$ cat config.mk
export PLATFORM = sky130hd
export DESIGN_NAME = tlb_page_table_translator
export DESIGN_NICKNAME = d
export VERILOG_FILES = /design/src/rtl/tlbpt_pkg.sv /design/src/rtl/tlbpt_ram.sv /design/src/rtl/tlb_page_table_translator.sv
export SDC_FILE = /design/constraint.sdc
export NUM_CORES = 2
export LEC_CHECK = 0
export BUFFER_PORTS_ARGS = -buffer_cell sky130_fd_sc_hd__buf_4
export CAP_MARGIN = 0
export CORE_AREA = 2 2 639 641
export DETAILED_ROUTE_END_ITERATION = 8
export DIE_AREA = 0 0 641 643
export GPL_TIMING_DRIVEN = 0
export SLEW_MARGIN = 20
export SYNTH_ARGS = -nofsm -noshare
export SYNTH_HDL_FRONTEND = slang
export SYNTH_SLANG_ARGS = --single-unit
$ cat constraint.sdc
create_clock -name clk -period 13.3 [get_ports clk]
set_input_delay 1.33 -clock clk [delete_from_list [all_inputs] [get_ports clk]]
set_output_delay 1.33 -clock clk [all_outputs]
set_load 0.005 [all_outputs]
$ cat src/rtl/tlbpt_pkg.sv
// Shared types, widths and defaults for the TLB and page table translator.
package tlbpt_pkg;

    localparam int ADDR_W        = 16;
    localparam int FRAME_W       = 8;
    localparam int NEXT_FREE_W   = 9;
    localparam int COUNT_W       = 32;

    localparam int TLB_ENTRIES_DEF = 16;
    localparam int PAGE_BITS_DEF   = 8;
    localparam int OFFSET_BITS_DEF = 8;

    typedef enum logic [1:0] {
        ST_CLEAR,
        ST_IDLE,
        ST_LOOKUP
    } state_t;

endpackage

$ cat src/rtl/tlbpt_ram.sv
// Generic single-port-write, single-port-read RAM with a registered read.
module tlbpt_ram #(
    parameter int WIDTH = 8,
    parameter int DEPTH = 256
) (
    input  logic                     clk,
    input  logic                     wr_en,
    input  logic [$clog2(DEPTH)-1:0] wr_addr,
    input  logic [WIDTH-1:0]         wr_data,
    input  logic [$clog2(DEPTH)-1:0] rd_addr,
    output logic [WIDTH-1:0]         rd_data
);

    logic [WIDTH-1:0] mem [DEPTH];

    always_ff @(posedge clk)
    begin
        if (wr_en)
        begin
            mem[wr_addr] <= wr_data;
        end
        rd_data <= mem[rd_addr];
    end

endmodule

$ cat src/rtl/tlb_page_table_translator.sv
// Top level of the TLB and page table address translator.
//
// A request carries one 16-bit logical address; its page number is looked up in a
// small TLB kept in recency order and, on a miss, in a page table held in a RAM.
// A page absent from both gets the next free frame (frames wrap after 256 faults
// without any check). The accept cycle issues the page table RAM read, and the
// following cycle, in which busy is high, compares all filled TLB slots in
// parallel against the page, picks the frame and writes the TLB and, on a
// fault, the page table back. The result appears on the result ports for
// exactly one cycle with done high, in the same cycle in which busy drops, so
// a new request may be accepted in the same cycle a result is shown. The
// receiver cannot stall: it must take every result in the cycle that done is
// high. After reset the block holds busy high while it clears the page table,
// one entry per cycle.
module tlb_page_table_translator
#(
    parameter int TLB_ENTRIES = tlbpt_pkg::TLB_ENTRIES_DEF,
    parameter int PAGE_BITS   = tlbpt_pkg::PAGE_BITS_DEF,
    parameter int OFFSET_BITS = tlbpt_pkg::OFFSET_BITS_DEF
) (
    input  logic                            clk,
    input  logic                            rst_n,
    input  logic                            start,
    output logic                            busy,
    input  logic [tlbpt_pkg::ADDR_W-1:0]    virt_addr,
    output logic                            done,
    output logic [tlbpt_pkg::FRAME_W-1:0]   frame_number,
    output logic [tlbpt_pkg::ADDR_W-1:0]    physical_address,
    output logic                            tlb_hit,
    output logic                            page_fault,
    output logic [tlbpt_pkg::COUNT_W-1:0]   hit_total,
    output logic [tlbpt_pkg::COUNT_W-1:0]   fault_total
);

    import tlbpt_pkg::*;

    localparam int PAGE_COUNT = 2 ** PAGE_BITS;
    localparam int FILL_W     = $clog2(TLB_ENTRIES + 1);
    localparam int IDX_W      = $clog2(TLB_ENTRIES);
    localparam int PT_W       = FRAME_W + 1;

    // Control state.
    state_t                  state_reg, state_next;
    logic [PAGE_BITS-1:0]    clr_cnt_reg, clr_cnt_next;
    logic [FILL_W-1:0]       tlb_fill_reg, tlb_fill_next;
    logic [NEXT_FREE_W-1:0]  next_free_reg, next_free_next;
    logic [COUNT_W-1:0]      hit_cnt_reg, hit_cnt_next;
    logic [COUNT_W-1:0]      fault_cnt_reg, fault_cnt_next;
    logic                    done_reg, done_next;

    // Payload state.
    logic [ADDR_W-1:0]       addr_reg, addr_next;
    logic [PAGE_BITS-1:0]    tlb_page_reg [TLB_ENTRIES];
    logic [PAGE_BITS-1:0]    tlb_page_next [TLB_ENTRIES];
    logic [FRAME_W-1:0]      tlb_frame_reg [TLB_ENTRIES];
    logic [FRAME_W-1:0]      tlb_frame_next [TLB_ENTRIES];
    logic [FRAME_W-1:0]      frame_reg, frame_next;
    logic [ADDR_W-1:0]       phys_reg, phys_next;
    logic                    hit_reg, hit_next;
    logic                    fault_reg, fault_next;

    // Page table RAM: one entry per page, holding {present, frame}.
    logic                    pt_wr_en;
    logic [PAGE_BITS-1:0]    pt_wr_addr;
    logic [PT_W-1:0]         pt_wr_data;
    logic [PAGE_BITS-1:0]    pt_rd_addr;
    logic [PT_W-1:0]         pt_rd_data;

    // Datapath helpers.
    logic                    accept;
    logic [PAGE_BITS-1:0]    page;
    logic [OFFSET_BITS-1:0]  offset;
    logic                    found;
    logic [IDX_W-1:0]        found_idx;
    logic                    tlb_full;
    logic                    remove;
    logic [FILL_W-1:0]       rpos;
    logic [FILL_W-1:0]       new_fill;
    logic [FILL_W-1:0]       last;
    logic [FRAME_W-1:0]      frame;
    logic                    fault;

    tlbpt_ram #(
        .WIDTH (PT_W),
        .DEPTH (PAGE_COUNT)
    ) u_page_table (
        .clk     (clk),
        .wr_en   (pt_wr_en),
        .wr_addr (pt_wr_addr),
        .wr_data (pt_wr_data),
        .rd_addr (pt_rd_addr),
        .rd_data (pt_rd_data)
    );

    assign busy   = (state_reg != ST_IDLE);
    assign accept = start && !busy;

    // The RAM read is issued in the accept cycle straight from the request, so
    // its data is ready in the lookup cycle. Missing high page bits read as zero.
    assign pt_rd_addr = PAGE_BITS'(32'(virt_addr) >> OFFSET_BITS);

    assign page   = PAGE_BITS'(32'(addr_reg) >> OFFSET_BITS);
    assign offset = addr_reg[OFFSET_BITS-1:0];

    // Parallel compare over the filled TLB slots. Pages in the TLB are unique,
    // so at most one slot matches.
    always_comb
    begin
        found     = 1'b0;
        found_idx = '0;
        for (int i = 0; i < TLB_ENTRIES; i++)
        begin
            if (!found && (FILL_W'(i) < tlb_fill_reg) && (tlb_page_reg[i] == page))
            begin
                found     = 1'b1;
                found_idx = IDX_W'(i);
            end
        end
    end

    assign tlb_full = (tlb_fill_reg == FILL_W'(TLB_ENTRIES));
    assign fault    = !found && !pt_rd_data[FRAME_W];

    always_comb
    begin
        if (found)
        begin
            frame = tlb_frame_reg[found_idx];
        end
        else if (pt_rd_data[FRAME_W])
        begin
            frame = pt_rd_data[FRAME_W-1:0];
        end
        else
        begin
            frame = next_free_reg[FRAME_W-1:0];
        end
    end

    // A hit removes its own slot; a miss on a full TLB removes the oldest one.
    // Either way the newer slots close the gap and the translation lands in the
    // newest slot.
    assign remove   = found || tlb_full;
    assign rpos     = found ? FILL_W'(found_idx) : '0;
    assign new_fill = remove ? tlb_fill_reg : tlb_fill_reg + FILL_W'(1);
    assign last     = new_fill - FILL_W'(1);

    always_comb
    begin
        state_next     = state_reg;
        clr_cnt_next   = clr_cnt_reg;
        tlb_fill_next  = tlb_fill_reg;
        next_free_next = next_free_reg;
        hit_cnt_next   = hit_cnt_reg;
        fault_cnt_next = fault_cnt_reg;
        done_next      = 1'b0;
        addr_next      = addr_reg;
        frame_next     = frame_reg;
        phys_next      = phys_reg;
        hit_next       = hit_reg;
        fault_next     = fault_reg;
        tlb_page_next  = tlb_page_reg;
        tlb_frame_next = tlb_frame_reg;
        pt_wr_en       = 1'b0;
        pt_wr_addr     = page;
        pt_wr_data     = {1'b1, frame};

        case (state_reg)
            ST_CLEAR:
            begin
                // Sweep the page table so that every page reads as absent.
                pt_wr_en     = 1'b1;
                pt_wr_addr   = clr_cnt_reg;
                pt_wr_data   = '0;
                clr_cnt_next = clr_cnt_reg + PAGE_BITS'(1);
                if (clr_cnt_reg == '1)
                begin
                    state_next = ST_IDLE;
                end
            end
            ST_IDLE:
            begin
                if (accept)
                begin
                    addr_next  = virt_addr;
                    state_next = ST_LOOKUP;
                end
            end
            ST_LOOKUP:
            begin
                for (int i = 0; i < TLB_ENTRIES - 1; i++)
                begin
                    if (remove && (FILL_W'(i) >= rpos) && (FILL_W'(i) < last))
                    begin
                        tlb_page_next[i]  = tlb_page_reg[i + 1];
                        tlb_frame_next[i] = tlb_frame_reg[i + 1];
                    end
                end
                tlb_page_next[last[IDX_W-1:0]]  = page;
                tlb_frame_next[last[IDX_W-1:0]] = frame;
                tlb_fill_next = new_fill;

                if (found && (hit_cnt_reg != '1))
                begin
                    hit_cnt_next = hit_cnt_reg + COUNT_W'(1);
                end
                if (fault)
                begin
                    pt_wr_en       = 1'b1;
                    next_free_next = next_free_reg + NEXT_FREE_W'(1);
                    if (fault_cnt_reg != '1)
                    begin
                        fault_cnt_next = fault_cnt_reg + COUNT_W'(1);
                    end
                end

                frame_next = frame;
                phys_next  = ADDR_W'((32'(frame) << OFFSET_BITS) | 32'(offset));
                hit_next   = found;
                fault_next = fault;
                done_next  = 1'b1;
                state_next = ST_IDLE;
            end
            default:
            begin
                state_next = ST_IDLE;
            end
        endcase
    end

    assign hit_total   = hit_cnt_reg;
    assign fault_total = fault_cnt_reg;

    always_ff @(posedge clk or negedge rst_n)
    begin
        if (!rst_n)
        begin
            state_reg     <= ST_CLEAR;
            clr_cnt_reg   <= '0;
            tlb_fill_reg  <= '0;
            next_free_reg <= '0;
            hit_cnt_reg   <= '0;
            fault_cnt_reg <= '0;
            done_reg      <= 1'b0;
        end
        else
        begin
            state_reg     <= state_next;
            clr_cnt_reg   <= clr_cnt_next;
            tlb_fill_reg  <= tlb_fill_next;
            next_free_reg <= next_free_next;
            hit_cnt_reg   <= hit_cnt_next;
            fault_cnt_reg <= fault_cnt_next;
            done_reg      <= done_next;
        end
    end

    always_ff @(posedge clk)
    begin
        addr_reg      <= addr_next;
        tlb_page_reg  <= tlb_page_next;
        tlb_frame_reg <= tlb_frame_next;
        frame_reg     <= frame_next;
        phys_reg      <= phys_next;
        hit_reg       <= hit_next;
        fault_reg     <= fault_next;
    end

    assign done             = done_reg;
    assign frame_number     = frame_reg;
    assign physical_address = phys_reg;
    assign tlb_hit          = hit_reg;
    assign page_fault       = fault_reg;

    // A result only ever follows a lookup cycle.
    a_done_after_lookup: assert property (@(posedge clk) disable iff (!rst_n)
        done |-> $past(state_reg == ST_LOOKUP))
        else $error("result without a preceding lookup");

    // An accepted request always moves into the lookup cycle.
    a_accept_to_lookup: assert property (@(posedge clk) disable iff (!rst_n)
        (start && !busy) |=> (state_reg == ST_LOOKUP))
        else $error("accepted request did not start a lookup");

    // The fill count never passes the number of TLB slots.
    a_fill_bound: assert property (@(posedge clk) disable iff (!rst_n)
        tlb_fill_reg <= FILL_W'(TLB_ENTRIES))
        else $error("TLB fill count out of range");

    // A TLB hit can never also be a page fault.
    a_hit_not_fault: assert property (@(posedge clk) disable iff (!rst_n)
        done |-> !(tlb_hit && page_fault))
        else $error("result flagged as both hit and fault");

endmodule

# After elaboration in Yosys (flattened, before gate mapping)

Memory sizes are Yosys's and may differ from the RTL's. A register that Yosys moved wholly into a read port is not among the register bits.
Cells that the tools add are included.

$add $sub $neg: 6
$mul: 0
Div/mod/pow operators: 0
Magnitude comparators: 49
Equality and inequality tests: 25
Shift operators: 0
Multiplexer cells: 112
Bitwise logic cells: 3
Reduce and logical (&&, ||, !) cells: 90

Operators by type and width:

| operator                                                                            | count |
|---|---|
| 8-bit 2-to-1 mux                                                                    | 66 |
| 128-bit bitwise mux                                                                 | 2 |
| 8-bit equality test                                                                 | 16 |
| 4-bit by 5-bit < comparator with 1-bit output (first input constant)                | 15 |
| 1-bit logical AND                                                                   | 65 |
| 32-bit by 1-bit adder with 32-bit output (second input constant)                    | 2 |
| 32-bit != test (second input constant)                                              | 2 |
| 4-bit 2-to-1 mux                                                                    | 13 |
| 3-bit by 5-bit < comparator with 1-bit output (first input constant)                | 8 |
| 8-bit binary-select mux with 4-bit select                                           | 1 |
| 8-bit demux with 4-bit select                                                       | 1 |
| 4-bit greater-or-equal comparator (first input constant)                            | 7 |
| 1-bit 2-to-1 mux                                                                    | 21 |
| 1-bit by 5-bit < comparator with 1-bit output (first input constant)                | 4 |
| 2-bit by 5-bit < comparator with 1-bit output (first input constant)                | 4 |
| 1-bit zero test                                                                     | 18 |
| 3-bit by 4-bit greater-or-equal comparator with 1-bit output (first input constant) | 4 |
| 16-bit by 8-bit OR with 16-bit output                                               | 1 |
| 5-bit greater-or-equal comparator (second input constant)                           | 2 |
| 4-bit NOT with 5-bit output                                                         | 2 |
| 9-bit by 1-bit adder with 9-bit output (second input constant)                      | 1 |
| 9-bit 2-to-1 mux                                                                    | 1 |
| 8-bit by 1-bit adder with 8-bit output (second input constant)                      | 1 |
| 8-bit equality test (second input constant)                                         | 1 |
| other kinds (18)                                                                    | 27 |

Flip-flop bits (word level): 387
Bits in latches: 0
RAM bits: 2304
ROM bits: 0
Input bits: 19
Output and inout bits: 92
Logic and storage cells: 330
Memories: 1

Memories:

| memory           | words | bits a word | read ports | clocked after Yosys merged registers in | wr ports | line            | source |
|---|---|---|---|---|---|---|---|
| u_page_table.mem | 256   | 9           | 1          | 1                                       | 1        | tlbpt_ram.sv:14 | `logic [WIDTH-1:0] mem [DEPTH];` |

# Longest topological paths before layout

Word-level depth: 72
Mapped depth: 22
Gate-level depth less buffers: 16

# By module

From an unflattened synthesis, not the netlist that was laid out.

Cells, all modules: 5953
Area total of the unflattened synthesis: 109334.9 sq um

By module, submodules not included:

| module                    | times used | cells an instance | area each (sq um) | sequential area each (sq um) |
|---|---|---|---|---|
| tlbpt_ram                 | 1          | 4237              | 89278.1           | 69366.5 |
| tlb_page_table_translator | 1          | 1716              | 20056.7           | 10910.5 |

# Worst setup path after synthesis

Ideal clock, no wire load.

Path kind: register -> register
Start: reg addr_reg[14]
End: mem u_page_table.mem[0][0] (netlist name), data pin
Setup time: 1393 ps
Arrival time: 8997 ps
Required time: 11907 ps
Path slack: 2910 ps
Stages on the path, launching flop included: 16
Buffers on the path: 5
Period minus slack after synthesis: 10390 ps
Cells stage by stage: edfxtp_1 -> buf_6 -> buf_6 -> xor2_1 -> nor4_1 -> nand3_1 -> and4_1 -> buf_2 -> nand4_1 -> o211a_1 -> nand2b_1 -> clkbuf_1 -> o32ai_1 -> o31ai_4 -> buf_2 -> nor2_1

Word-level cells in the longest chain between the ends: 69
Elaborated cells between the ends (all ways): 99
Classes of those cells: eq/ne (16); mux (36); bitwise (1); reduce/logical (46)

RTL lines:

| item                                                 | line                             | source |
|---|---|---|
| start: declaration                                   | tlb_page_table_translator.sv:52  | `logic [ADDR_W-1:0] addr_reg, addr_next;` |
| start signal: assignment                             | tlb_page_table_translator.sv:260 | `addr_reg <= addr_next;` |
| 8-bit equality test                                  | tlb_page_table_translator.sv:113 | `if (!found && (FILL_W'(i) < tlb_fill_reg) && (tlb_page_reg[i] == page))` |
| 1-bit logical AND                                    | tlb_page_table_translator.sv:113 |  |
| 1-bit 2-to-1 mux                                     | tlb_page_table_translator.sv:113 |  |
| 1-bit zero test                                      | tlb_page_table_translator.sv:113 |  |
| 1-bit logical AND (2 in series)                      | tlb_page_table_translator.sv:113 |  |
| 1-bit 2-to-1 mux                                     | tlb_page_table_translator.sv:113 |  |
| 1-bit zero test                                      | tlb_page_table_translator.sv:113 |  |
| 1-bit logical AND (2 in series)                      | tlb_page_table_translator.sv:113 |  |
| (+50 left out)                                       | n/a                              |  |
| 1-bit logical AND (2 in series)                      | tlb_page_table_translator.sv:113 |  |
| 4-bit 2-to-1 mux                                     | tlb_page_table_translator.sv:113 |  |
| 4-bit NOT with 5-bit output (not written as such)    | tlb_page_table_translator.sv:128 | `frame = tlb_frame_reg[found_idx];` |
| 8-bit binary-select mux with 4-bit select            | tlb_page_table_translator.sv:128 |  |
| 8-bit 2-to-1 mux (not written as such) (2 in series) | tlb_page_table_translator.sv:128 |  |
| 8-bit 2-to-1 mux (*)                                 | tlb_page_table_translator.sv:126 | `if (found)` |
| 9-bit 2-to-1 mux (*)                                 | tlb_page_table_translator.sv:168 | `case (state_reg)` |
| via pt_wr_data[0]                                    | tlb_page_table_translator.sv:65  | `logic [PT_W-1:0] pt_wr_data;` |
| end: declaration                                     | tlbpt_ram.sv:14                  |  |

Mark *: on every way through the listed nets, which the timed path passes. The rest lies on a longest branch. The select of a mux whose other input is x is not followed.

# Final worst setup path

Start: reg addr_reg[11]
End: mem u_page_table.mem[237][4] (netlist name), data pin

The elaborated chain is that of the path after synthesis.

==> flow_metrics.tcl <==
set metrics [dict create \
    cts-buffers-inserted 289 \
    nets 6035 \
    drt_pass1_iterations 6 \
    drv_slew 0 \
    cp_cell_sequence "buf_6 > buf_6 > xor2_1 > nor4_1 > and3_1 > o211ai_1 > o211ai_1 > nand2_1 > clkbuf_1 > nor2_1 > a221oi_1 > o31ai_2 > buf_4 > nor2_4 > buf_16 > buf_16 > buf_12 > buf_12 > buf_16" \
    post_drt_via_cell_ratio 5.014 \
    yosysSeqAreaShare 0.7362 \
    wl_met2_mm 143.3 \
    yosysTopAreaCell "edfxtp_1" \
    place_inst 11140 \
    cpMaxStageDelayCell "o31ai_2" \
    synth_edf_count 2594 \
    period_needed_ns 6.744 \
    die-width_um 641 \
    ys_warn_count 0 \
    fp.coreArea_um2 405200 \
    tightest_slew_ns 1.257 \
    syn_nets 5536 \
    clock_latency_ns 0.90 \
    vias 58460 \
    cts_tree "yes" \
    cts_max_level 5 \
    ctsHoldBuffers 0 \
    maxUsedRoutingLayer "met4" \
    drc 0 \
    syn_avg_cell_area_um2 19.80 \
    intPower_mw 16.04 \
    crit_type "flip-flop to flip-flop" \
    synth-compound-area-share 0.02778 \
    cap_violations 0 \
    synthArstFlopShare 0.03270 \
    die-area_um2 412200 \
    root_buffer "clkbuf_16" \
    wirelength_mm 308.8 \
    io_pins 111 \
    area_growth_syn_to_layout_pct 17.37 \
    crit_required_ns 13.87 \
    power.share.sequential 0.468 \
    end_kind "flip-flop" \
    ys_top_cells_by_area "edfxtp_1 71%, mux4_2 16%, dfrtp_1 2.0%, o22ai_1 1.2%, nor2_1 1.1%" \
    pre_cts_ws_ns 6.753 \
    synthSimpleGateAreaFrac 0.03992 \
    crit_family "buffers and inverters" \
    synthFlopType "edfxtp_1" \
    syn_area_um2 109000 \
    clock_path_buffers 4 \
    hold_viol_final 0 \
    synth_cell_type_count 90 \
    fmax_mhz 148.3 \
    grt_usage 0.1451 \
    r2r_cells 19 \
    power.switching_mw 6.250 \
    synthMuxAreaShare 0.1614 \
    drive_above_1_share 0.2532 \
    post_cts_resized 0 \
    grt_max_degree 69 \
    hpwl_mm 216.3 \
    antenna_left 0 \
    synth_cells 5508 \
    largest_register_ffs 2304 \
    final_cells 11660 \
    pwr_density_cell_nw_per_um2 174.2 \
    cp_common_cell "buf_16" \
    synth_top_area_frac 0.7143 \
    dr.first_iter.drc_count 7802 \
    cp-start-kind "flip-flop" \
    wl_per_cell_um 26.48 \
    setup_viol 0 \
    final.fill_count 38780 \
    clkPwrFrac 0.351 \
    critical_path.max_fanout 31 \
    num_rows 234 \
    clkTransAtPathRegs_ns 0.06 \
    wl_met1_mm 125.4 \
    yosys-top-cells-count "2,594 x edfxtp_1, 765 x mux4_2, 324 x nor2_1" \
    cts_setup_buffers 0 \
    run_status "finished clean" \
    max_slew_margin 0.1620 \
    start_util 0.2691 \
    path_buf_inv 9 \
    antenna_found_initial 15 \
    p_leak_nw 40.23 \
    finalPower_mw 22.29 \
    hold_path_class "flip-flop to flip-flop" \
    place_congestion 0.9256 \
    arrival_ns 7.32 \
    setup_ws_ns 6.556 \
    rsz0062_at_grt "false" \
    tns_ns 0 \
    combPwrFrac 0.181 \
    grt_pass1_vias 57700 \
    dr_wl_met3_mm 30.81 \
    cts_num_sinks 2691 \
    die_h_um 643 \
    synthAdderAreaFrac 0.001033 \
    yosys.area_share.xor_xnor 0.01679 \
    grt-ovfl-total 0 \
    p_sw_frac 0.2803 \
    portBuffers 110 \
    ys_ff_latch 2691 \
    grt_pass1_wl_mm 434.1 \
    fin_skew_ns 0.08644 \
    vdd_drop_max_uv 92.52 \
    max_stage_delay_ns 0.92 \
    min_path_cells 0 \
    cp_num_cells 19 \
    yosysMostFrequentCell "edfxtp_1" \
    synth_top_family_by_area "multiplexers" \
    fin_crit_sh 0.5071 \
]
[routing by layer]
layer | track usage | up-vias
li1 | - | 23760
met1 | 0.1990 | 31000
met2 | 0.2276 | 3175
met3 | 0.03567 | 521
met4 | 0.04222 | 0
met5 | 0 | -
[final timing paths]
path                         startpoint  slack, ns                  endpoint
min in group asynchronous         rst_n       0.54             hit_total[25]
max                        addr_reg[11]       6.56  u_page_table.mem[237][4]
min reg2reg                 addr_reg[3]       0.42       physical_address[3]
max in group asynchronous         rst_n      12.11            clr_cnt_reg[6]
min                         addr_reg[3]       0.42       physical_address[3]
max reg2reg                addr_reg[11]       6.56  u_page_table.mem[237][4]
[worst reg2reg max path: stages (launching register included)]
cell and delay, ns:
edfxtp_1 0.48, buf_6 0.24, buf_6 0.21, xor2_1 0.18, nor4_1 0.63, and3_1 0.29
o211ai_1 0.12, o211ai_1 0.40, nand2_1 0.39, clkbuf_1 0.33, nor2_1 0.44, a221oi_1 0.27
o31ai_2 0.92, buf_4 0.40, nor2_4 0.15, buf_16 0.22, buf_16 0.18, buf_12 0.20
buf_12 0.20, buf_16 0.20
[cell type report]
| class | instances | area, µm² | area share |
|---|---|---|---|
| clock buffers | 377 | 7848 | 0.06132 |
| well taps | 5428 | 6792 | 0.05306 |
| inverters | 61 | 231.5 | 0.001809 |
| repair buffers | 208 | 2903 | 0.02268 |
| plain buffers | 354 | 1683 | 0.01315 |
| multi-input cells | 2402 | 27060 | 0.2114 |
| clock inverters | 124 | 1156 | 0.009033 |
| flip-flops and latches | 2691 | 80280 | 0.6272 |
| diodes | 14 | 35.03 | 0.0002737 |
[layout by cell type, fill, tap and decap left out, types with 48 or more instances in the layout]
cell	instances
mux4_2	765
nand3_1	122
buf_4	133
o21ai_0	72
dfrtp_1	88
o22ai_1	203
buf_1	54
edfxtp_1	2594
buf_12	49
clkinv_1	48
nand2_1	316
xor2_1	88
clkbuf_1	247
clkbuf_16	301
nor2_1	313
xnor2_1	121
inv_1	48
[kinds of logic after synthesis]
| group | count (synthesis) |
|---|---|
| flip-flops | 2691 |
| AND/OR/NAND/NOR | 949 |
| multiplexers | 802 |
| AO/OA/AOI/OAI | 433 |
| buffers and inverters | 415 |
| XOR/XNOR | 209 |
| adder cells (fa/ha/maj) | 9 |
[stage by stage]
step	hold slack, ns	util	cell area, µm²
after floorplan	0.4003	-	109000
after global placement	0.4038	0.2879	116700
after detailed placement	0.4092	0.2935	118900
after CTS	0.4223	0.3157	127900
after global routing	0.4305	0.3158	128000
final	0.4214	0.3159	128000
[power groups by stage]
| stage | clock network [mW] | logic [mW] | registers [mW] |
|---|---|---|---|
| after floorplan | 0 | 1.85 | 10.9 |
| after global placement | 0 | 3.31 | 11.3 |
| after detailed placement | 0 | 3.97 | 10.6 |
| after CTS | 7.94 | 3.98 | 10.4 |
| after global routing | 8.27 | 4.22 | 10.4 |
| final | 7.83 | 4.03 | 10.4 |
(Power assumes the default switching activity.)
